`config.mk`:
```
export PLATFORM = sky130hd
export DESIGN_NAME = trial_division_factorizer
export DESIGN_NICKNAME = d
export VERILOG_FILES = /design/src/rtl/core/tdf_pkg.sv /design/src/rtl/core/tdf_div.sv /design/src/rtl/core/tdf_dp.sv /design/src/rtl/core/tdf_ctrl.sv /design/src/rtl/core/trial_division_factorizer.sv
export SDC_FILE = /design/constraint.sdc
export NUM_CORES = 1
export LEC_CHECK = 0
export BUFFER_PORTS_ARGS = -buffer_cell sky130_fd_sc_hd__buf_2
export CAP_MARGIN = 20
export CELL_PAD_IN_SITES_DETAIL_PLACEMENT = 1
export CELL_PAD_IN_SITES_GLOBAL_PLACEMENT = 2
export CORE_AREA = 2 2 190 192
export CTS_BUF_LIST = sky130_fd_sc_hd__clkbuf_8 sky130_fd_sc_hd__clkbuf_16
export CTS_CLUSTER_DIAMETER = 150
export CTS_CLUSTER_SIZE = 24
export DETAILED_ROUTE_END_ITERATION = 10
export DIE_AREA = 0 0 192 194
export HOLD_SLACK_MARGIN = 0.08
export MAX_ROUTING_LAYER = met4
export PLACE_DENSITY = 0.59
export SLEW_MARGIN = 20
export SYNTH_ARGS = -nofsm -noshare
export SYNTH_HDL_FRONTEND = slang
export SYNTH_HIERARCHICAL = 1
export SYNTH_SLANG_ARGS = --single-unit
```
`constraint.sdc`:
```
create_clock -name i_clk -period 6 [get_ports i_clk]
set_clock_uncertainty 0.1 [all_clocks]
set_input_delay 0.6 -clock i_clk [delete_from_list [all_inputs] [get_ports i_clk]]
set_output_delay 0.6 -clock i_clk [all_outputs]
set_load 0.02 [all_outputs]
```
`src/rtl/core/tdf_pkg.sv`:
```
package tdf_pkg;

    // width of the value that is factored
    localparam int NUM_W      = 31;
    // field widths of the ports
    localparam int IN_W       = 31;
    localparam int PRIME_W    = 31;
    localparam int EXP_W      = 5;
    // trial divisor never passes floor(sqrt(2^NUM_W - 1)) + 1
    localparam int D_W        = (NUM_W + 1) / 2 + 1;
    // step counter of the divider
    localparam int DIV_CNT_W  = $clog2(NUM_W + 1);
    // distinct primes reported per input
    localparam int MAX_RESULTS = 9;
    localparam int RES_CNT_W  = $clog2(MAX_RESULTS + 1);

    localparam logic [EXP_W-1:0] EXP_MAX = '1;

    typedef enum logic [2:0] {
        ST_IDLE,
        ST_CHECK,
        ST_DIV_GO,
        ST_DIV_WAIT,
        ST_REC,
        ST_FIN,
        ST_INV
    } t_state;

    typedef enum logic [1:0] {
        OUT_PEND,
        OUT_REM,
        OUT_INV
    } t_out_sel;

    typedef struct packed {
        logic     load;
        logic     div_start;
        logic     take_quot;
        logic     rec;
        logic     next_d;
        logic     clr_pend;
        logic     out_load;
        logic     out_last;
        t_out_sel out_sel;
    } t_cmd;

    typedef struct packed {
        logic div_done;
        logic r_zero;
        logic stop;
        logic e_nz;
        logic pend_v;
        logic rem_gt1;
        logic rem_lt2;
        logic cnt_max;
        logic out_free;
    } t_status;

    function automatic logic [EXP_W-1:0] sat_add(input logic [EXP_W-1:0] a,
                                                 input logic [EXP_W-1:0] b);
        logic [EXP_W:0] sum;
        sum = {1'b0, a} + {1'b0, b};
        if (sum[EXP_W]) begin
            return EXP_MAX;
        end
        return sum[EXP_W-1:0];
    endfunction

endpackage

```
`src/rtl/core/tdf_div.sv`:
```
module tdf_div
    import tdf_pkg::*;
(
    input  logic             i_clk,
    input  logic             i_rst_n,
    input  logic             i_start,
    input  logic [NUM_W-1:0] i_dividend,
    input  logic [D_W-1:0]   i_divisor,
    output logic             o_done,
    output logic [NUM_W-1:0] o_quot,
    output logic [D_W-1:0]   o_rem
);

    // restoring divider, one quotient bit per cycle
    logic                 r_busy, n_busy;
    logic                 r_done, n_done;
    logic [DIV_CNT_W-1:0] r_cnt, n_cnt;
    logic [NUM_W-1:0]     r_quo, n_quo;
    logic [D_W-1:0]       r_rem, n_rem;
    logic [D_W-1:0]       r_dvs, n_dvs;

    logic [D_W:0] trial;
    logic         ge;

    always_comb begin
        trial = {r_rem, r_quo[NUM_W-1]};
        ge    = trial >= {1'b0, r_dvs};
    end

    always_comb begin
        n_busy = r_busy;
        n_done = 1'b0;
        n_cnt  = r_cnt;
        n_quo  = r_quo;
        n_rem  = r_rem;
        n_dvs  = r_dvs;
        if (i_start) begin
            n_busy = 1'b1;
            n_cnt  = DIV_CNT_W'(NUM_W);
            n_quo  = i_dividend;
            n_rem  = '0;
            n_dvs  = i_divisor;
        end else if (r_busy) begin
            n_quo = {r_quo[NUM_W-2:0], ge};
            n_rem = ge ? D_W'(trial - {1'b0, r_dvs}) : trial[D_W-1:0];
            n_cnt = r_cnt - 1'b1;
            if (r_cnt == DIV_CNT_W'(1)) begin
                n_busy = 1'b0;
                n_done = 1'b1;
            end
        end
    end

    always_ff @(posedge i_clk) begin
        if (!i_rst_n) begin
            r_busy <= 1'b0;
            r_done <= 1'b0;
        end else begin
            r_busy <= n_busy;
            r_done <= n_done;
        end
        r_cnt <= n_cnt;
        r_quo <= n_quo;
        r_rem <= n_rem;
        r_dvs <= n_dvs;
    end

    assign o_done = r_done;
    assign o_quot = r_quo;
    assign o_rem  = r_rem;

    a_rem_below_divisor: assert property (@(posedge i_clk) disable iff (!i_rst_n)
        r_done |-> (r_rem < r_dvs))
        else $error("divider remainder not below divisor");

    a_no_restart_busy: assert property (@(posedge i_clk) disable iff (!i_rst_n)
        i_start |-> !r_busy)
        else $error("divider started while busy");

endmodule

```
`src/rtl/core/tdf_dp.sv`:
```
module tdf_dp
    import tdf_pkg::*;
(
    input  logic               i_clk,
    input  logic               i_rst_n,
    input  t_cmd               i_cmd,
    output t_status            o_status,
    input  logic [IN_W-1:0]    i_number,
    input  logic               i_stall,
    output logic               o_valid,
    output logic [PRIME_W-1:0] o_prime_factor,
    output logic [EXP_W-1:0]   o_exponent,
    output logic [EXP_W-1:0]   o_factor_count,
    output logic               o_last,
    output logic               o_invalid
);

    logic [NUM_W-1:0]     r_rem;
    logic [D_W-1:0]       r_d;
    logic [EXP_W-1:0]     r_e;
    logic [EXP_W-1:0]     r_total;
    logic [RES_CNT_W-1:0] r_cnt;
    logic                 r_first;

    // prime found but not yet sent, held until we know if it is the last
    logic                 r_pend_v;
    logic [D_W-1:0]       r_pend_p;
    logic [EXP_W-1:0]     r_pend_e;
    logic [EXP_W-1:0]     r_pend_t;

    logic                 r_o_valid;
    logic [PRIME_W-1:0]   r_o_prime;
    logic [EXP_W-1:0]     r_o_exp;
    logic [EXP_W-1:0]     r_o_cnt;
    logic                 r_o_last;
    logic                 r_o_inv;

    logic                 div_done;
    logic [NUM_W-1:0]     quot;
    logic [D_W-1:0]       drem;
    logic                 out_free;
    logic [EXP_W-1:0]     e_inc;
    logic [EXP_W-1:0]     total_rec;

    tdf_div u_div (
        .i_clk      (i_clk),
        .i_rst_n    (i_rst_n),
        .i_start    (i_cmd.div_start),
        .i_dividend (r_rem),
        .i_divisor  (r_d),
        .o_done     (div_done),
        .o_quot     (quot),
        .o_rem      (drem)
    );

    always_comb begin
        out_free  = !r_o_valid || !i_stall;
        e_inc     = (r_e == EXP_MAX) ? r_e : r_e + 1'b1;
        total_rec = sat_add(r_total, r_e);

        o_status.div_done = div_done;
        o_status.r_zero   = (drem == '0);
        o_status.cnt_max  = (r_cnt == RES_CNT_W'(MAX_RESULTS));
        o_status.stop     = r_first && ((NUM_W'(r_d) > quot) || o_status.cnt_max);
        o_status.e_nz     = (r_e != '0);
        o_status.pend_v   = r_pend_v;
        o_status.rem_gt1  = (r_rem > NUM_W'(1));
        o_status.rem_lt2  = (r_rem < NUM_W'(2));
        o_status.out_free = out_free;
    end

    always_ff @(posedge i_clk) begin
        if (i_cmd.load) begin
            r_rem   <= NUM_W'(i_number);
            r_d     <= D_W'(2);
            r_e     <= '0;
            r_total <= '0;
            r_cnt   <= '0;
            r_first <= 1'b1;
        end else if (i_cmd.take_quot) begin
            r_rem   <= quot;
            r_e     <= e_inc;
            r_first <= 1'b0;
        end else if (i_cmd.rec) begin
            r_pend_p <= r_d;
            r_pend_e <= r_e;
            r_pend_t <= total_rec;
            r_total  <= total_rec;
            r_cnt    <= r_cnt + 1'b1;
            r_e      <= '0;
            r_d      <= r_d + 1'b1;
            r_first  <= 1'b1;
        end else if (i_cmd.next_d) begin
            r_d     <= r_d + 1'b1;
            r_first <= 1'b1;
        end
    end

    always_ff @(posedge i_clk) begin
        if (!i_rst_n) begin
            r_pend_v <= 1'b0;
        end else if (i_cmd.load || i_cmd.clr_pend) begin
            r_pend_v <= 1'b0;
        end else if (i_cmd.rec) begin
            r_pend_v <= 1'b1;
        end
    end

    always_ff @(posedge i_clk) begin
        if (!i_rst_n) begin
            r_o_valid <= 1'b0;
        end else if (i_cmd.out_load) begin
            r_o_valid <= 1'b1;
        end else if (!i_stall) begin
            r_o_valid <= 1'b0;
        end
    end

    always_ff @(posedge i_clk) begin
        if (i_cmd.out_load) begin
            r_o_last <= i_cmd.out_last;
            case (i_cmd.out_sel)
                OUT_PEND: begin
                    r_o_prime <= PRIME_W'(r_pend_p);
                    r_o_exp   <= r_pend_e;
                    r_o_cnt   <= r_pend_t;
                    r_o_inv   <= 1'b0;
                end
                OUT_REM: begin
                    r_o_prime <= PRIME_W'(r_rem);
                    r_o_exp   <= EXP_W'(1);
                    r_o_cnt   <= sat_add(r_total, EXP_W'(1));
                    r_o_inv   <= 1'b0;
                end
                default: begin
                    r_o_prime <= '0;
                    r_o_exp   <= '0;
                    r_o_cnt   <= '0;
                    r_o_inv   <= 1'b1;
                end
            endcase
        end
    end

    assign o_valid        = r_o_valid;
    assign o_prime_factor = r_o_prime;
    assign o_exponent     = r_o_exp;
    assign o_factor_count = r_o_cnt;
    assign o_last         = r_o_last;
    assign o_invalid      = r_o_inv;

    a_load_when_free: assert property (@(posedge i_clk) disable iff (!i_rst_n)
        i_cmd.out_load |-> out_free)
        else $error("output register overwritten while stalled");

    a_pend_sent_valid: assert property (@(posedge i_clk) disable iff (!i_rst_n)
        (i_cmd.out_load && i_cmd.out_sel == OUT_PEND) |-> r_pend_v)
        else $error("pending prime sent while empty");

endmodule

```
`src/rtl/core/tdf_ctrl.sv`:
```
module tdf_ctrl
    import tdf_pkg::*;
(
    input  logic    i_clk,
    input  logic    i_rst_n,
    input  logic    i_valid,
    output logic    o_stall,
    input  t_status i_status,
    output t_cmd    o_cmd
);

    t_state r_state, n_state;

    always_comb begin
        n_state = r_state;
        case (r_state)
            ST_IDLE: begin
                if (i_valid) begin
                    n_state = ST_CHECK;
                end
            end
            ST_CHECK: begin
                n_state = i_status.rem_lt2 ? ST_INV : ST_DIV_WAIT;
            end
            ST_DIV_GO: begin
                n_state = ST_DIV_WAIT;
            end
            ST_DIV_WAIT: begin
                if (i_status.div_done) begin
                    if (i_status.stop) begin
                        n_state = ST_FIN;
                    end else if (i_status.r_zero) begin
                        n_state = ST_DIV_GO;
                    end else if (i_status.e_nz) begin
                        n_state = ST_REC;
                    end else begin
                        n_state = ST_DIV_GO;
                    end
                end
            end
            ST_REC: begin
                if (!i_status.pend_v || i_status.out_free) begin
                    n_state = ST_DIV_GO;
                end
            end
            ST_FIN: begin
                if (i_status.out_free) begin
                    if (!(i_status.rem_gt1 && !i_status.cnt_max && i_status.pend_v)) begin
                        n_state = ST_IDLE;
                    end
                end
            end
            ST_INV: begin
                if (i_status.out_free) begin
                    n_state = ST_IDLE;
                end
            end
            default: begin
                n_state = ST_IDLE;
            end
        endcase
    end

    always_comb begin
        o_cmd         = '0;
        o_cmd.out_sel = OUT_PEND;
        case (r_state)
            ST_IDLE: begin
                o_cmd.load = i_valid;
            end
            ST_CHECK: begin
                o_cmd.div_start = !i_status.rem_lt2;
            end
            ST_DIV_GO: begin
                o_cmd.div_start = 1'b1;
            end
            ST_DIV_WAIT: begin
                if (i_status.div_done && !i_status.stop) begin
                    if (i_status.r_zero) begin
                        o_cmd.take_quot = 1'b1;
                    end else if (!i_status.e_nz) begin
                        o_cmd.next_d = 1'b1;
                    end
                end
            end
            ST_REC: begin
                if (!i_status.pend_v || i_status.out_free) begin
                    o_cmd.rec      = 1'b1;
                    o_cmd.out_load = i_status.pend_v;
                end
            end
            ST_FIN: begin
                if (i_status.out_free) begin
                    o_cmd.out_load = 1'b1;
                    if (i_status.rem_gt1 && !i_status.cnt_max) begin
                        if (i_status.pend_v) begin
                            o_cmd.clr_pend = 1'b1;
                        end else begin
                            o_cmd.out_sel  = OUT_REM;
                            o_cmd.out_last = 1'b1;
                        end
                    end else begin
                        o_cmd.out_last = 1'b1;
                    end
                end
            end
            ST_INV: begin
                if (i_status.out_free) begin
                    o_cmd.out_load = 1'b1;
                    o_cmd.out_sel  = OUT_INV;
                    o_cmd.out_last = 1'b1;
                end
            end
            default: begin
                o_cmd = '0;
            end
        endcase
    end

    always_ff @(posedge i_clk) begin
        if (!i_rst_n) begin
            r_state <= ST_IDLE;
        end else begin
            r_state <= n_state;
        end
    end

    assign o_stall = (r_state != ST_IDLE);

endmodule

```
`src/rtl/core/trial_division_factorizer.sv`:
```
// trial-division prime factorizer
//
// input channel: i_number with i_valid; a transfer happens on a rising edge
// with i_valid high and o_stall low. o_stall is high from the cycle after a
// transfer until the last result of that number has been loaded into the
// output register, so one number is worked on at a time.
// output channel: one transfer per distinct prime factor, in rising order,
// on o_valid high and i_stall low. o_last marks the final result. a number
// below two gives one result with o_invalid set and all counts zero.
// every trial division, for a new divisor or a repeat by a prime that just
// divided, runs on the shared restoring divider: start, one quotient bit per
// cycle, then the sequencer acts on the result; each prime found adds a
// recording step. worst case is a prime near 2^31: about 46340 divisors.
// a held output (i_stall high) lets the search go on; it only waits when the
// next result is ready while the output register is still full.
// reset (synchronous, active low) clears the state machine, divider busy/done,
// output valid and the pending-result flag; nothing is carried between numbers.
module trial_division_factorizer
    import tdf_pkg::*;
(
    input  logic               i_clk,
    input  logic               i_rst_n,
    // number to factor
    input  logic               i_valid,
    output logic               o_stall,
    input  logic [IN_W-1:0]    i_number,
    // factor results
    output logic               o_valid,
    input  logic               i_stall,
    output logic [PRIME_W-1:0] o_prime_factor,
    output logic [EXP_W-1:0]   o_exponent,
    output logic [EXP_W-1:0]   o_factor_count,
    output logic               o_last,
    output logic               o_invalid
);

    // command and status between sequencer and datapath
    t_cmd    cmd;
    t_status status;

    tdf_ctrl u_ctrl (
        .i_clk    (i_clk),
        .i_rst_n  (i_rst_n),
        .i_valid  (i_valid),
        .o_stall  (o_stall),
        .i_status (status),
        .o_cmd    (cmd)
    );

    // remainder, divisor, counts, pending prime, divider and output register
    tdf_dp u_dp (
        .i_clk          (i_clk),
        .i_rst_n        (i_rst_n),
        .i_cmd          (cmd),
        .o_status       (status),
        .i_number       (i_number),
        .i_stall        (i_stall),
        .o_valid        (o_valid),
        .o_prime_factor (o_prime_factor),
        .o_exponent     (o_exponent),
        .o_factor_count (o_factor_count),
        .o_last         (o_last),
        .o_invalid      (o_invalid)
    );

endmodule
```
Yosys cells after proc, flatten, opt, wreduce, memory -nomap -nowiden
Index checks and enable logic that the tools add are counted.
Widths: inputs -> output; s select.
{"block": "word_totals", "elab_cells": 152, "input_bits": 35, "regBits": 210}
{"block": "classes", "n_bitwise": 4, "addsub": 7, "n_mux": 64, "n_eq_ne": 18, "n_reduce_logical": 32, "n_lt_le_gt_ge": 4}
{"operator": "$mux 31", "count": 4}
{"operator": "$pmux 31 s2", "count": 1}
{"operator": "$mux 17", "count": 3}
{"operator": "$mux 5", "count": 8}
{"operator": "$mux 3", "count": 11}
{"operator": "$gt 17x31->1", "count": 1}
{"operator": "$gt 31x1->1 const B", "count": 1}
{"operator": "$lt 31x2->1 const B", "count": 1}
{"operator": "$mux 1", "count": 29}
{"operator": "$pmux 3 s7", "count": 1}
{"operator": "$pmux 5 s2", "count": 2}
{"operator": "$ge 18x17->1", "count": 1}
{"operator": "$add 17x1->17 const B", "count": 1}
{"operator": "$logic_not 17->1", "count": 1}
{"operator": "$sub 17x17->17", "count": 1}
{"operator": "$ne 2x1->1 const B", "count": 5}
{"operator": "$eq 3x3->1 const B", "count": 3}
{"operator": "$reduce_bool 2->1", "count": 4}
{"operator": "$add 5x1->6 const B", "count": 1}
{"operator": "$add 5x5->6", "count": 1}
{"operator": "$eq 3x2->1 const B", "count": 2}
{"operator": "$logic_not 1->1", "count": 6}
{"operator": "$ne 2x2->1 const B", "count": 3}
{"operator": "$pmux 3 s2", "count": 1}
{"operator": "24 further kinds", "count": 37}

Logic depth before layout (Yosys ltp)
{"block": "logic_depth", "word_depth": 11, "depth_mapped": 17}

Cells and area by module
Netlist, hierarchy kept.
{"mod": "tdf_dp", "instances": 1, "area_per_inst_um2": 6254.7, "cells_per_inst": 523}
{"mod": "tdf_div", "instances": 1, "area_per_inst_um2": 3871.2, "cells_per_inst": 342}
{"mod": "tdf_ctrl", "instances": 1, "area_per_inst_um2": 360.3, "cells_per_inst": 52}

Worst setup path before layout
OpenSTA, ideal clock, no wires.
{"block": "synth_timing", "kind": "input to register", "start": "input i_stall", "end": "register u_dp.r_o_exp[0], in the netlist u_dp/o_exponent[0] (enable)", "arrival_time_ps": 4140, "required_time_ps": 5389, "setup_time_ps": 511, "setup_slack_ps": 1249, "stages": 4, "path_buffers": 1, "cell_sequence": "nand2_1 -> buf_4 -> nand2_1 -> a211oi_1"}
{"element": "start: declaration", "line": "trial_division_factorizer.sv:29", "source": "input logic i_stall,"}
{"element": "end signal: assignment", "line": "tdf_dp.sv:125", "source": "r_o_exp <= r_pend_e;"}
{"element": "end: declaration", "line": "tdf_dp.sv:33", "source": "logic [EXP_W-1:0] r_o_exp;"}

==> results.json <==
{
  "synth_top_area_share_pct": 42.7,
  "synth_area_leader_cell": "edfxtp_1",
  "coreArea_um2": 35200,
  "gr-usage-met2_pct": 24.6,
  "finalSetupViolCount": 0,
  "num_rows": 69,
  "cp_max_fo": 31,
  "drive_above_1_share_pct": 18.9,
  "rsz0062_at_grt": "no",
  "overflow": 0,
  "vias": 7058,
  "initial_utilization_pct": 29.8,
  "path_cells": "ha_1, a21oi_1, a21oi_1, o31ai_1, o211ai_1, o211a_1, nor2_1, nand3_1, nor2_1, or2_2",
  "synth_top_family_by_area": "simple AND/OR/NAND/NOR gates",
  "fin_tns_setup_ps": 0,
  "cpMaxStageDelayCell": "or2_2",
  "busiest_layer": "met2",
  "synth_edf_count": 149,
  "min_from": "i_number[11]",
  "fp.dieH_um": 194,
  "relSlewSlack_pct": 29.9,
  "portBuffers": 79,
  "met1_usage_pct": 22.0,
  "syn_area_um2": 10500,
  "r2r-start": "u_dp/r_d[2]",
  "ios": 80,
  "antenna_found_initial": 0,
  "grt_max_degree": 45,
  "r2r_setup_slack_ps": 2310,
  "path_clk_slew_ps": 100,
  "dp_hpwl_um": 20500,
  "synthAdderAreaFrac_pct": 6.11,
  "routabilityCongestion": 0.750,
  "syn_nets": 1002,
  "cts_resized": 0,
  "post_cts_buffers": 0,
  "dieArea_um2": 37200,
  "track_usage_pct": 15.5,
  "nets": 1068,
  "antenna_cells": 0,
  "synthTopCellsByArea": "edfxtp_1 43%, dfxtp_1 12%, ha_1 5.7%",
  "worstHoldPathType": "in -> reg",
  "placed_cell_area_um2": 11400,
  "worstPathRequired_ps": 6010,
  "wirelength_um": 28100,
  "end_kind": "flop",
  "path_delay_family": "simple AND/OR/NAND/NOR gates",
  "power_density_nw_per_um2": 440,
  "yosys_warnings": 6,
  "muxShareOfSynthArea_pct": 6.93,
  "synth_cells": 917,
  "ys.flop_type": "edfxtp_1",
  "fin_crit_sh_pct": 61.5,
  "die_x_um": 192,
  "drc": 0,
  "rr_worst_depth": 10,
  "holdPathStages": 3,
  "worst-endpoint-arrival_ps": 3700,
  "whs_endpoint": "u_dp/r_rem[11]",
  "grt_pass1_vias": 7290,
  "synth-compound-area-share_pct": 10.6,
  "max_stage_delay_ps": 760,
  "irDropWorstVdd_mv": 0.154,
  "grt_pass1_wl_um": 43800,
  "status": "finished clean",
  "routedWlPerCell_um": 19.3,
  "final_area_um2": 11700,
  "fin_crit_ps": 3690,
  "ys_ff_latch": 210,
  "crit_buf_inv": 0,
  "seq_area_frac_synth_pct": 54.3,
  "numCtsBuffers": 12,
  "yosys-top-cells-count": "149 x edfxtp_1, 87 x nor2_1, 66 x nand2_1",
  "hold_buffers": 0,
  "cts_max_level": 1,
  "drt_first_pass_iters": 4,
  "synth_xor_area_share_pct": 2.84,
  "crit_type": "reg -> reg",
  "clock.fmax_ghz": 0.271,
  "cts_num_sinks": 210,
  "final_util_pct": 33.3,
  "antenna_left": 0,
  "ys_types": 76,
  "worst_pin_slew_ps": 1040,
  "final_max_slew_viol_count": 0,
  "maxCapViolations": 0,
  "synth_simple_gate_area_share_pct": 15.2,
  "fillers": 3916,
  "gr-usage-met3_pct": 1.67,
  "via_per_inst": 4.87,
  "synthArstFlopShare_pct": 0,
  "hold_viol": 0,
  "clock_path_buffers": 3,
  "clk_latency_ps": 490,
  "leakage_nw": 4.44,
  "cts_tree": "done",
  "syn_avg_cell_area_um2": 11.4,
  "r2r-end": "u_dp/r_rem[30]",
  "first_iter_violations": 347,
  "root_buffer": "clkbuf_16",
  "yosysMostFrequentCell": "edfxtp_1",
  "worstSetupStartpointType": "flop",
  "syn_to_final_growth_pct": 11.8
}
[state kept, by name (all words and copies together) (netlist names), 17 cells and up]
signal / flops
u_dp/o_prime_factor: 31
u_dp/r_rem: 31
u_dp/u_div/o_quot: 31
u_dp/r_d: 17
u_dp/r_pend_p: 17
u_dp/u_div/o_rem: 17
u_dp/u_div/r_dvs: 17
[logic make-up after synthesis]
| logic type | count (synthesis) |
|---|---|
| simple gates | 305 |
| fa+ha+maj | 50 |
| flops | 210 |
| mux | 67 |
| xor+xnor | 34 |
| buf+inv | 95 |
| compound gates | 156 |
[metrics by stage]
step                worst slack [ps]  total power, W  instances  hold WS, ps
CTS                             2240         0.00525       1450          274
finish                          2310         0.00516       1450          286
floorplan                       1250         0.00368        917          362
global placement                2320         0.00433       1430          387
detailed placement              2260         0.00434       1430          389
global route                    2000         0.00553       1450          300
[layout make-up]
type                       count  area [um^2]  share of cell area (%)
timing repair buffer          91          485                    4.14
clock buffer                  13          325                    2.77
sequential                   210         5700                    48.6
clock inverter                 7         31.3                   0.267
inverter                      56          210                    1.79
tap                          461          577                    4.92
multi-input combinational    612         4400                    37.5
[worst min-delay path, stage by stage]
cell	delay (ps)
buf_2	80
nand2_1	40
o21ai_0	50
[how the worst max path moves through the flow]
stage                                      from                  to  slack [ps]  cells past startpoint
after CTS                 u_dp/u_div/o_quot[20]    u_dp/r_pend_p[3]        2240                     11
after global placement    u_dp/u_div/o_quot[20]       u_dp/r_cnt[3]        2320                     12
final                               u_dp/r_d[2]      u_dp/r_rem[30]        2310                     10
after detailed placement  u_dp/u_div/o_quot[20]       u_dp/r_cnt[3]        2260                     12
after floorplan                         i_stall  u_dp/o_exponent[0]        1250                      4
after global routing      u_dp/u_div/o_quot[13]       u_dp/r_rem[4]        2000                     11
[power by group]
part           internal, W  switching (W)  total (W)
Combinational     0.000782        0.00124    0.00202
Sequential         0.00200       0.000250    0.00225
Clock             0.000397       0.000484   0.000881
Total              0.00318        0.00197    0.00516
[metal layers]
metal,routed length [um],vias up
li1,-,3471
met1,13900,3476
met2,13100,89
met3,746,22
met4,363,0
met5,0,-
[layout by cell type (no fill, tap or decap), types with 32 or more instances in the layout]
master	count
nand2_1	66
ha_1	48
inv_1	62
dfxtp_1	61
buf_2	79
nor2_1	84
a21oi_1	32
o21ai_0	46
mux2_2	45
edfxtp_1	149
No activity file was read; power rests on OpenSTA's default activity.
